[config.mk]
export PLATFORM = sky130hd
export DESIGN_NAME = vtna_skid
export DESIGN_NICKNAME = d
export VERILOG_FILES = /design/src/vtna_pkg.sv /design/src/vtna_skid.sv
export SDC_FILE = /design/constraint.sdc
export NUM_CORES = 1
export LEC_CHECK = 0
export BUFFER_PORTS_ARGS = -buffer_cell sky130_fd_sc_hd__buf_2
export CELL_PAD_IN_SITES_DETAIL_PLACEMENT = 1
export CELL_PAD_IN_SITES_GLOBAL_PLACEMENT = 1
export CORE_UTILIZATION = 46
export DETAILED_ROUTE_END_ITERATION = 12
export PLACE_DENSITY_LB_ADDON = 0.15
export SYNTH_ARGS = -nofsm -noshare
export SYNTH_HDL_FRONTEND = slang
export SYNTH_SLANG_ARGS = --single-unit
[constraint.sdc]
create_clock -name i_clk -period 8.7 [get_ports i_clk]
set_input_delay 1.74 -clock i_clk [delete_from_list [all_inputs] [get_ports i_clk]]
set_output_delay 1.74 -clock i_clk [all_outputs]
set_load 0.005 [all_outputs]
[src/vtna_pkg.sv]
// ----------------------------------------------------------------------------
// vtna_pkg
// Shared types, register map and constants for the vector to angle unit.
// ----------------------------------------------------------------------------
package vtna_pkg;

    // working width of the cordic x/y datapath (folded inputs grow by ~1.65)
    localparam int unsigned XW = 35;

    localparam int unsigned PROD_W = 66;

    // register map, index = paddr[3:2]
    localparam logic [1:0] REG_DEGREE_MODE     = 2'd0;
    localparam logic [1:0] REG_SYMMETRIC_RANGE = 2'd1;
    localparam logic [1:0] REG_MISSING_CODE    = 2'd2;
    localparam logic [1:0] REG_ZERO_TOLERANCE  = 2'd3;

    localparam logic [31:0] MISSING_RESET = 32'h8000_0000;
    localparam logic [19:0] ZERO_TOL_RESET = 20'd16;

    localparam logic [31:0] HALF_TURN = 32'h8000_0000;

    // binary angle scaling
    localparam logic signed [32:0] DEG_MULT = 33'sd360;
    localparam logic signed [32:0] RAD_MULT = 33'sd3373259426;
    localparam logic signed [PROD_W-1:0] DEG_ROUND = PROD_W'(66'sd1 <<< 10);
    localparam logic signed [PROD_W-1:0] RAD_ROUND = PROD_W'(66'sd1 <<< 39);
    localparam int unsigned DEG_SHIFT = 11;
    localparam int unsigned RAD_SHIFT = 40;
    localparam logic signed [31:0] DEG_FULL = 32'sd754974720;
    localparam logic signed [31:0] RAD_FULL = 32'sd13176795;
    localparam logic signed [31:0] DEG_HALF = 32'sd377487360;
    localparam logic signed [31:0] RAD_HALF = 32'sd6588397;

    typedef struct packed {
        logic        degree_mode;
        logic        symmetric_range;
        logic [31:0] missing_code;
        logic [19:0] zero_tolerance;
    } t_cfg;

    typedef struct packed {
        logic                 vld;
        logic                 miss;
        logic                 zero;
        logic signed [XW-1:0] x;
        logic signed [XW-1:0] y;
        logic [31:0]          z;
    } t_cordic;

    typedef struct packed {
        logic [31:0] angle;
        logic        is_missing;
    } t_result;

    // atan(2^-i) in binary angle units, 2^32 per turn
    function automatic logic [31:0] atan_turn(input int unsigned idx);
        logic [31:0] t;
        case (idx)
            0:  t = 32'd536870912;
            1:  t = 32'd316933406;
            2:  t = 32'd167458907;
            3:  t = 32'd85004756;
            4:  t = 32'd42667331;
            5:  t = 32'd21354465;
            6:  t = 32'd10679838;
            7:  t = 32'd5340245;
            8:  t = 32'd2670163;
            9:  t = 32'd1335087;
            10: t = 32'd667544;
            11: t = 32'd333772;
            12: t = 32'd166886;
            13: t = 32'd83443;
            14: t = 32'd41722;
            15: t = 32'd20861;
            16: t = 32'd10430;
            17: t = 32'd5215;
            18: t = 32'd2608;
            19: t = 32'd1304;
            20: t = 32'd652;
            21: t = 32'd326;
            22: t = 32'd163;
            23: t = 32'd81;
            24: t = 32'd41;
            25: t = 32'd20;
            26: t = 32'd10;
            27: t = 32'd5;
            28: t = 32'd3;
            29: t = 32'd1;
            30: t = 32'd1;
            default: t = 32'd0;
        endcase
        return t;
    endfunction

endpackage

[src/vtna_skid.sv]
// ----------------------------------------------------------------------------
// vtna_skid
// Output register with a skid slot; its ready drives the pipeline advance.
// ----------------------------------------------------------------------------
module vtna_skid (
    input  logic              i_clk,
    input  logic              i_rst_n,
    input  logic              i_valid,
    input  vtna_pkg::t_result i_data,
    output logic              o_adv,
    output logic              o_valid,
    output vtna_pkg::t_result o_data,
    input  logic              i_ready
);
    logic              r_out_valid;
    logic              r_skid_valid;
    vtna_pkg::t_result r_out;
    vtna_pkg::t_result r_skid;
    logic              w_in_fire;

    assign o_adv     = !r_skid_valid;
    assign w_in_fire = i_valid && !r_skid_valid;
    assign o_valid   = r_out_valid;
    assign o_data    = r_out;

    always_ff @(posedge i_clk) begin
        if (!i_rst_n) begin
            r_out_valid  <= 1'b0;
            r_skid_valid <= 1'b0;
        end else if (r_skid_valid) begin
            if (i_ready) begin
                r_out        <= r_skid;
                r_skid_valid <= 1'b0;
            end
        end else if (w_in_fire) begin
            if (!r_out_valid || i_ready) begin
                r_out       <= i_data;
                r_out_valid <= 1'b1;
            end else begin
                // result still waiting downstream: park the request
                r_skid       <= i_data;
                r_skid_valid <= 1'b1;
            end
        end else if (i_ready) begin
            r_out_valid <= 1'b0;
        end
    end

`ifndef SYNTHESIS
    a_skid_implies_out: assert property (@(posedge i_clk) disable iff (!i_rst_n)
        r_skid_valid |-> r_out_valid)
        else $error("skid slot full while output register empty");

    a_skid_holds: assert property (@(posedge i_clk) disable iff (!i_rst_n)
        (r_skid_valid && !i_ready) |=> r_skid_valid)
        else $error("skid slot dropped a request");

    a_park_on_stall: assert property (@(posedge i_clk) disable iff (!i_rst_n)
        (w_in_fire && r_out_valid && !i_ready) |=> (r_skid_valid && r_out_valid))
        else $error("stalled result not parked in skid slot");
`endif
endmodule
* After elaboration in Yosys (flattened, before gate mapping) *
Index checks and enable logic that the tools add are counted.

cells by class
  multiplexer cells = 11
  reductions and logical operators = 10
  bitwise logic cells = 2
  eq/ne operators = 2

operators by type and width
  cell                number
  $mux 33             4
  $reduce_and 4->1    2
  $mux 1              7
  $reduce_bool 2->1   3
  $reduce_and 3->1    1
  $logic_not 1->1     2
  $ne 2x1->1 const B  1
  $ne 2x2->1 const B  1
  $not 1->1           2
  $logic_and 1x1->1   1
  $logic_or 1x1->1    1

storage, ports and cells
  word-level logic and storage cells = 31
  input port bits = 37
  output and inout port bits = 35
  flip-flop bits (word level) = 68

* Logic depth before layout (Yosys ltp) *
Gate-level depths: netlist of the first run.

  depth in word-level cells = 5
  gate-level depth with buffers = 4
  depth with buffers taken out = 2

* Worst setup path after synthesis of the first run *
Ideal clock, no wire load.

  kind = in2reg
  start point = input i_ready
  end point = register r_skid[0] (netlist name), enable pin
  setup time = 465 ps
  arrival time = 4,194 ps
  path buffers = 0
  stages = 2
  setup slack = 4,041 ps
  cells stage by stage = nand2b_1 nor3_1

between the ends
  cells in the longest elaborated chain, start to end = 3

RTL lines
  element                            line             source
  start: declaration                 vtna_skid.sv:13  input logic i_ready
  $logic_or 1x1->1                   vtna_skid.sv:36  if (!r_out_valid || i_ready) begin
  $not 1->1 (no source line)         -
  $reduce_and 4->1 (no source line)  -
  end signal: assignment             vtna_skid.sv:41  r_skid <= i_data;
  end: declaration                   vtna_skid.sv:18  vtna_pkg::t_result r_skid;

Every way passes these cells.
A chain may end at the register's enable or synchronous reset.

* Worst setup path after layout of the first run *
  start point = register r_skid_valid
  end point = output o_adv

between the ends
  cells in the longest elaborated chain, start to end = 1

RTL lines
  element                   line             source
  start: declaration        vtna_skid.sv:16  logic r_skid_valid;
  start signal: assignment  vtna_skid.sv:29  r_skid_valid <= 1'b0;
  start signal: assignment  vtna_skid.sv:33  r_skid_valid <= 1'b0;
  start signal: assignment  vtna_skid.sv:42  r_skid_valid <= 1'b1;
  $logic_not 1->1           vtna_skid.sv:21  assign o_adv = !r_skid_valid;
  end: declaration          vtna_skid.sv:10  output logic o_adv,

Every way passes these cells.

==> reports/metrics.yaml, run 1 <==
wl_um: 4500
wl_per_cell_um: 16.6
mostFrequentLayoutCell: "buf_2"
cap_violations: 0
cp-start-kind: "flip-flop"
grt_pass1_vias: 1416
pin_count: 72
drive_gt1_share_pct: 60.5
postPlaceCellArea_um2: 2930
clk_latency_ns: 0.33
tightest_slew_ns: 0.943
start_util_pct: 48.5
detailed_place_hpwl_um: 2920
cts_root_buffer: "clkbuf_8"
cts_buffers: 9
grt_start_max_net_pins: 40
arrival_ns: 1.63
core_area_um2: 5170
nNetsFinal: 232
finalSetupViolCount: 0
synth-seq-area-share_pct: 80.7
slowest_delay_ns: 0.95
yosys.area.top_type_share_pct: 79.1
crit_path_top_delay_cell: "dfxtp_2"
route.vias.total: 1322
cts.sinks: 68
drc_errors: 0
syn_area_um2: 2510
finalMaxSlewViolations: 0
fin_setup_tns_ns: 0
h-tree-depth: 3
hp-class: "reg -> reg"
ctsResizeCount: 0
place_ws_ns: 5.64
hold_buffers: 0
die_area_um2: 5750
drt_iter0_drc: 44
portBuffers: 71
rsz0062_at_grt: "no"
yosysUniqueCellTypes: 16
fin_hold_ws_ns: 0.511
setup_slack_ns: 5.33
multi_input_area_um2: 453
final_cell_mix: "buf_2, edfxtp_1, mux2_2, clkbuf_8, mux2_4"
cts_tree: "done"
fin_util_pct: 61.1
finalCriticalPeriod_ns: 3.37
post-cts-setup-buffers: 0
vias_per_cell: 4.90
grt_pass1_wl_um: 6820
avgSynthCellArea_um2: 21.6
drt_pass1_iterations: 4
crit_chain: "inv_1 > buf_2"
ys_warn_count: 0
rows: 26
peakVddDrop_v: 0.000111
syn_inst: 116
critPathCaptureType: "output port"
place.gp.congestion: 0.688
p_leak_nw: 1.18
die_h_um: 75.8
crit_start: "r_skid_valid"
clk_pin_slew_ns: 0.07
antenna_found_initial: 0
required_ns: 6.96
overflow: 0
fmax_ghz: 0.297
grtUsageTotal_pct: 17.3
path_buf_inv: 2
final-seq-area_um2: 2020
post-route-period-util_pct: 38.7
relSlewSlack_pct: 37.2
synth-seq-cells: 68
path_delay_family: "flip-flops"
n_antenna_cell: 0
ant_nets: 0
finClkSkew_ns: 0.00466
p_per_area_nw_per_um2: 226
area_delta_synth_final_pct: 26.1
rr_startpoint: "r_skid_valid"
dieWidth_um: 75.8
synth_area_leaders: "edfxtp_1, mux2_2, mux2_4"
clk_path_buf_depth: 2
synth_fp_nets: 153
design_area_um2: 3160
min-delay-start: "o_valid"
critical_path_class: "reg -> out"
fill_cells: 480
final-hold-violation-count: 0
yosysTopAreaCell: "edfxtp_1"
outcome: "completed"
critical_path_peak_fanout: 39
==> sequential cells by signal, summed over array words and instances, names as in the netlist <==
signal	count
o_data	33
r_skid	33
o_valid	1
r_skid_valid	1
==> tightest hold or removal path: cells and delay by family, from the launching register on <==
kind | cells | cell delay, ns
AND/OR/NAND/NOR | 1 | 0.06
flip-flops | 1 | 0.34
AO/OA/AOI/OAI | 1 | 0.06
==> report_power, final <==
| group | internal [W] | total [W] | switching, W |
|---|---|---|---|
| clock network | 0.000188 | 0.000299 | 0.000110 |
| registers | 0.000373 | 0.000378 | 0.00000479 |
| logic | 0.0000211 | 0.0000383 | 0.0000173 |
==> per-stage QoR <==
step | power, W | cells
after floorplan | 0.000402 | 116
after global placement | 0.000421 | 254
after detailed placement | 0.000424 | 254
after CTS | 0.000724 | 270
after global routing | 0.000738 | 270
final | 0.000715 | 270
==> cell usage after synthesis, drive strengths merged <==
| cell | n |
|---|---|
| a21oi | 1 |
| buf | 4 |
| dfxtp | 2 |
| edfxtp | 66 |
| inv | 1 |
| mux2 | 33 |
| nand2 | 2 |
| nand2b | 1 |
| nand3b | 1 |
| nor2 | 1 |
| nor2b | 1 |
| nor3 | 1 |
| o21ai | 1 |
| o221a | 1 |
==> path summary, 6_finish.rpt <==
kind	endpoint	slack [ns]	depth (start not counted)
max	o_adv	5.33	2
min	o_valid	0.51	2
max reg2reg	o_data[19]	6.43	1
min reg2reg	o_valid	0.51	2
==> cell families (layout without fill, tap and decap cells) <==
family / after synthesis / in the layout / share of synthesized area [%]
muxes: 33 / 33 / 15.6
AOI/OAI and AO/OA: 3 / 3 / 0.848
buffers and inverters: 5 / 89 / 1.45
and+or+nand+nor: 7 / 7 / 1.45
DFF: 68 / 68 / 80.7
==> layout make-up <==
type,count,share of cell area [%]
clock inverters,6,3.25
inverters,1,0.119
flip-flops and latches,68,64.0
repair buffers,72,11.5
multi-input cells,43,14.3
well taps,70,2.77
clock buffers,10,4.04
==> routing by layer <==
layer  global-route usage (%)  up-vias  routed length [µm]
li1                         -      615                   -
met1                     19.1      650                1880
met2                     29.3       49                2300
met3                     5.16        8                 235
met4                     11.1        0                  79
met5                        0        -                   0
Note: power is estimated with default switching activity, not from simulation.
==> run 2: changes to the inputs <==
- ABC_AREA: not set -> 1
- CORE_UTILIZATION: 46 -> 36
- clock period: 8.7 -> 2.89 ns (I/O delays scaled with it)
==> run 2 against run 1 <==
Effect of this change: final cell count grew 36%; critical path depth grew 1; die area grew 28%; worst setup slack lost 4.4 ns; global-route usage shrank 2.7 points; synthesized cell count grew 64%; final area is essentially flat; hold slack lost 0.072 ns; clock power grew 140%; largest power group unchanged; highest routed layer unchanged.
==> reports/metrics.yaml, run 2 <==
clk_pin_slew_ns: 0.07
fin_setup_tns_ns: 0
critical_path_peak_fanout: 24
synth_top_family_by_area: "simple AND/OR/NAND/NOR gates"
r2r_cells: 4
relSlewSlack_pct: 71.0
drive_gt1_share_pct: 33.1
yosysTopAreaCell: "edfxtp_1"
dieWidth_um: 85.8
route.vias.total: 1584
cts_root_buffer: "clkbuf_8"
finClkSkew_ns: 0.00619
path_delay_family: "buffers and inverters"
yosysUniqueCellTypes: 14
fin_util_pct: 46.5
grt_pass1_wl_um: 7910
area_delta_synth_final_pct: 25.0
core_area_um2: 6790
critPathCaptureType: "output port"
cp-start-kind: "flip-flop"
grt_start_max_net_pins: 36
p_comb_share_pct: 6.4
hp-class: "in -> reg"
critical_path_class: "reg -> out"
synth-seq-cells: 68
finalMaxSlewViolations: 0
p_per_area_nw_per_um2: 622
yosysMostFrequentCell: "nand2_1"
finalCriticalPeriod_ns: 1.99
synth_area_leaders: "edfxtp_1, nand2_1, dfxtp_1"
cts.sinks: 68
worst_hold_path.num_cells: 1
arrival_ns: 1.41
hold_path_end: "r_skid[19]"
final_cell_mix: "nand2_1, buf_2, edfxtp_1, clkbuf_8, buf_4"
cts_buffers: 9
crit_chain: "inv_2 > buf_4 > buf_2"
die_area_um2: 7360
power_switching_w: 0.000403
fmax_ghz: 0.503
syn_area_um2: 2530
wl_um: 4920
power_frac_clock_pct: 35.9
rows: 30
cts_tree: "done"
tightest_slew_ns: 0.434
pin_count: 72
n_antenna_cell: 0
fin_total_pwr_w: 0.00197
final-hold-violation-count: 0
h-tree-depth: 3
crit_path_top_delay_cell: "inv_2"
synthSimpleGateAreaFrac_pct: 16.8
synth_ff_type: "edfxtp_1"
fin_hold_ws_ns: 0.439
cap_violations: 0
synth-seq-area-share_pct: 80.0
synthAdderAreaFrac_pct: 0
start_util_pct: 37.2
yosys.area.top_type_share_pct: 78.5
post-cts-setup-buffers: 0
ctsResizeCount: 0
r2r-end: "r_skid[7]"
rr_startpoint: "r_skid_valid"
grt_pass1_vias: 1559
vias_per_cell: 4.30
portBuffers: 71
ys_warn_count: 0
ant_nets: 0
postSynth.asyncResetShare_pct: 0
synth_compound_area_share_pct: 0.396
required_ns: 2.31
clk_latency_ns: 0.33
syn_inst: 190
hold_buffers: 0
die_h_um: 85.8
drt_pass1_iterations: 4
p_leak_nw: 1.32
nNetsFinal: 305
swShare_pct: 20.5
min-delay-start: "i_data[19]"
wl_per_cell_um: 13.4
mostFrequentLayoutCell: "nand2_1"
clk_path_buf_depth: 2
drt_iter0_drc: 99
drc_errors: 0
grtUsageTotal_pct: 14.7
slowest_delay_ns: 0.33
detailed_place_hpwl_um: 3370
crit_start: "r_skid_valid"
outcome: "completed"
path_buf_inv: 3
avgSynthCellArea_um2: 13.3
r2r_slack_ns: 0.97
seqPwrFrac_pct: 57.7
rsz0062_at_grt: "no"
finalSetupViolCount: 0
post-route-period-util_pct: 68.8
internal_power_w: 0.00156
synth_edf_count: 66
post_synth_xor_area_fraction_pct: 0
overflow: 0
synth_mux_area_share_pct: 0
peakVddDrop_v: 0.000280
antenna_found_initial: 0
synth_fp_nets: 227
place.gp.congestion: 0.678
synthTopCellsByCount: "nand2_1, edfxtp_1, buf_2"
[run 2: cell types whose count changed after synthesis, moves of 2 or more]
cell / previous run / this run
buf_2: 2 / 4
mux2_2: 28 / 0
mux2_4: 5 / 0
nand2_1: 2 / 103
nand3_1: 0 / 3
[run 2: worst max-delay path by stage]
| stage | end | slack [ns] | cells after the start |
|---|---|---|---|
| after floorplan | o_data[0] | 0.32 | 4 |
| final | o_adv | 0.90 | 3 |
| after global routing | o_adv | 0.82 | 3 |
| after CTS | o_adv | 0.86 | 3 |
| after detailed placement | r_skid[0] | 0.90 | 5 |
| after global placement | r_skid[31] | 0.98 | 5 |
[run 2: metal layers]
layer / global-route usage (%) / vias to the layer above / routed length (µm)
met4: 8.18 / 0 / 89
met5: 0 / - / 0
met2: 20.0 / 49 / 2250
met1: 21.4 / 735 / 2350
met3: 3.56 / 9 / 242
li1: - / 791 / -
[run 2: cell families (layout without fill, tap and decap cells)]
kind of cell | count (synthesis) | count (layout)
buffers and inverters | 10 | 92
DFF | 68 | 68
AOI/OAI and AO/OA | 2 | 2
and+or+nand+nor | 110 | 110
[run 2: cell type report]
class,count,area (µm²)
fillers,747,3640
flip-flops and latches,68,2020
multi-input cells,112,450
repair buffers,75,385
clock buffers,11,131
well taps,96,120
clock inverters,4,41.3
inverters,2,7.51
[run 2: power by group through the flow]
| stage | Clock, W | Sequential, W | Combinational, W |
|---|---|---|---|
| 2_1_floorplan | 0 | 0.00116 | 0.0000526 |
| 3_3_place_gp | 0 | 0.00115 | 0.000128 |
| 3_5_place_dp | 0 | 0.00115 | 0.000131 |
| 4_1_cts | 0.000734 | 0.00113 | 0.000131 |
| 5_1_grt | 0.000775 | 0.00114 | 0.000144 |
| 6_report | 0.000705 | 0.00113 | 0.000127 |
[run 2: worst register-to-register path, stage by stage (launching register included)]
cell	delay [ns]
dfxtp_1	0.32
inv_2	0.33
nand3_2	0.20
nor2_4	0.37
buf_4	0.37
[run 2: metrics by stage]
stage	instances	setup WS (ns)	instance area, µm²
2_1_floorplan	190	0.324	2530
3_3_place_gp	353	0.979	2990
3_5_place_dp	353	0.902	2990
4_1_cts	368	0.856	3160
5_1_grt	368	0.819	3160
6_report	368	0.902	3160
==> run 3: changes to the inputs <==
- clock period: 2.89 -> 1.8 ns (I/O delays scaled with it)
==> run 3 against run 2 <==
Effect of this change: utilization rose by 0.77 points; hold slack got worse by 0.22 ns; clock power rose by 84%; highest routed layer unchanged; critical endpoint unchanged; die area did not move; sequential cell count did not move; sequential share of layout area fell by 1.0 points; worst setup slack got worse by 0.79 ns.
==> reports/metrics.yaml, run 3 (synthesis results as in run 2) <==
outcome: "completed"
hp-class: "in -> reg"
rsz0062_at_grt: "no"
final_cell_mix: "nand2_1, buf_2, edfxtp_1, clkbuf_8, buf_4"
critical_path_class: "reg -> out"
cap_violations: 0
drt-met1-wl_um: 2310
grt_start_max_net_pins: 30
detailed_place_hpwl_um: 3530
antenna_found_initial: 0
internal_power_w: 0.00265
place.gp.congestion: 0.780
top_layer: "met4"
p_per_area_nw_per_um2: 1040
h-tree-depth: 3
power_switching_w: 0.000682
drt_pass1_iterations: 4
cts_tree: "done"
dp.cells: 355
clk_path_buf_depth: 2
nNetsFinal: 307
overflow: 0
drc_errors: 0
r2r-end: "o_data[20]"
rows: 30
start_util_pct: 37.2
n_antenna_cell: 0
area_delta_synth_final_pct: 27.1
wl_um: 5060
hold_path_end: "r_skid[20]"
cts_buffers: 9
vias_per_cell: 4.44
grt_pass1_wl_um: 8270
cts.sinks: 68
ant_nets: 0
wl_met2_um: 2430
hold_buffers: 0
fin_setup_tns_ns: 0
finalCriticalPeriod_ns: 1.69
finalSetupViolCount: 0
required_ns: 1.44
clk_latency_ns: 0.33
route.vias.total: 1644
fmax_ghz: 0.591
grt_pass1_vias: 1712
portBuffers: 71
critPathCaptureType: "output port"
mostFrequentLayoutCell: "nand2_1"
cp-start-kind: "flip-flop"
fill_cells: 743
swShare_pct: 20.5
final-hold-violation-count: 0
die_area_um2: 7360
cts_root_buffer: "clkbuf_8"
arrival_ns: 1.33
peakVddDrop_v: 0.000423
clk_pin_slew_ns: 0.07
core_area_um2: 6790
rr_startpoint: "r_skid_valid"
p_comb_share_pct: 6.2
p_leak_nw: 1.35
wl_met3_um: 253
seqPwrFrac_pct: 54.6
post-cts-setup-buffers: 0
post-route-period-util_pct: 94.0
drt_iter0_drc: 60
power_frac_clock_pct: 39.1
relSlewSlack_pct: 78.4
pin_count: 72
die_h_um: 85.8
wl_per_cell_um: 13.7
r2r_slack_ns: 0.28
grtUsageTotal_pct: 15.2
finalMaxSlewViolations: 0
critical_path_peak_fanout: 24
min-delay-start: "i_data[20]"
worst_hold_path.num_cells: 1
finClkSkew_ns: 0.00467
fin_hold_ws_ns: 0.219
drive_gt1_share_pct: 34.7
dieWidth_um: 85.8
fin_cells: 370
r2r_cells: 4
tightest_slew_ns: 0.320
==> run 3: cell types whose count changed in the layout (fill, tap and decap cells not counted) <==
cell        delta
buf_6          +1
clkinvlp_4     +1
inv_2          -1
bufinv_16      +1
clkinv_1       -1
clkinv_2       +1
inv_4          +1
buf_4          +1
clkbuf_1       -2
==> run 3: worst max path at each step <==
stage                     cells past startpoint         to  slack [ns]    startpoint
after floorplan                               5  o_data[0]        0.13  r_skid_valid
after global placement                        4  o_data[7]        0.29  r_skid_valid
after detailed placement                      4  o_data[7]        0.22  r_skid_valid
after CTS                                     3      o_adv        0.01  r_skid_valid
after global routing                          3      o_adv       0.007  r_skid_valid
final                                         3      o_adv        0.11  r_skid_valid
==> run 3: cell type report <==
cell class | instances | area [µm²] | area share (%)
Clock inverter | 6 | 80.1 | 2.49
Tap cell | 96 | 120 | 3.74
Multi-Input combinational cell | 112 | 450 | 14.0
Clock buffer | 9 | 124 | 3.86
Inverter | 2 | 10.0 | 0.312
Sequential cell | 68 | 2020 | 63.0
Timing Repair Buffer | 77 | 404 | 12.6
==> run 3: power by group through the flow <==
| stage | registers, W | clock network, W | logic (W) |
|---|---|---|---|
| floorplan | 0.00186 | 0 | 0.0000888 |
| global placement | 0.00186 | 0 | 0.000206 |
| detailed placement | 0.00186 | 0 | 0.000213 |
| CTS | 0.00182 | 0.00134 | 0.000214 |
| global route | 0.00183 | 0.00141 | 0.000236 |
| finish | 0.00182 | 0.00130 | 0.000207 |
==> run 3: repair_timing <==
| action | in CTS | in global routing |
|---|---|---|
| setup endpoints to repair | 1 | 1 |
| gates resized for setup | 1 | 1 |
| pin swaps | 0 | 0 |
==> run 3: per-layer routing <==
metal | GRT usage, % | up-vias
met5 | 0 | -
met4 | 5.00 | 0
met3 | 5.58 | 7
met2 | 23.4 | 54
met1 | 20.1 | 784
li1 | - | 799
==> run 3: worst max-delay path: stages (launching register included) <==
cell     delay (ns)
dfxtp_1        0.50
inv_4          0.15
buf_6          0.20
buf_2          0.14
==> run 3: metrics by stage <==
stage / instance area, µm² / utilization (%) / setup WS (ns) / power, W
finish: 3210 / 47.3 / 0.108 / 0.00333
global placement: 3000 / 44.2 / 0.285 / 0.00206
CTS: 3210 / 47.2 / 0.0124 / 0.00338
global route: 3210 / 47.3 / 0.00653 / 0.00347
floorplan: 2540 / - / 0.133 / 0.00195
detailed placement: 3000 / 44.2 / 0.217 / 0.00207
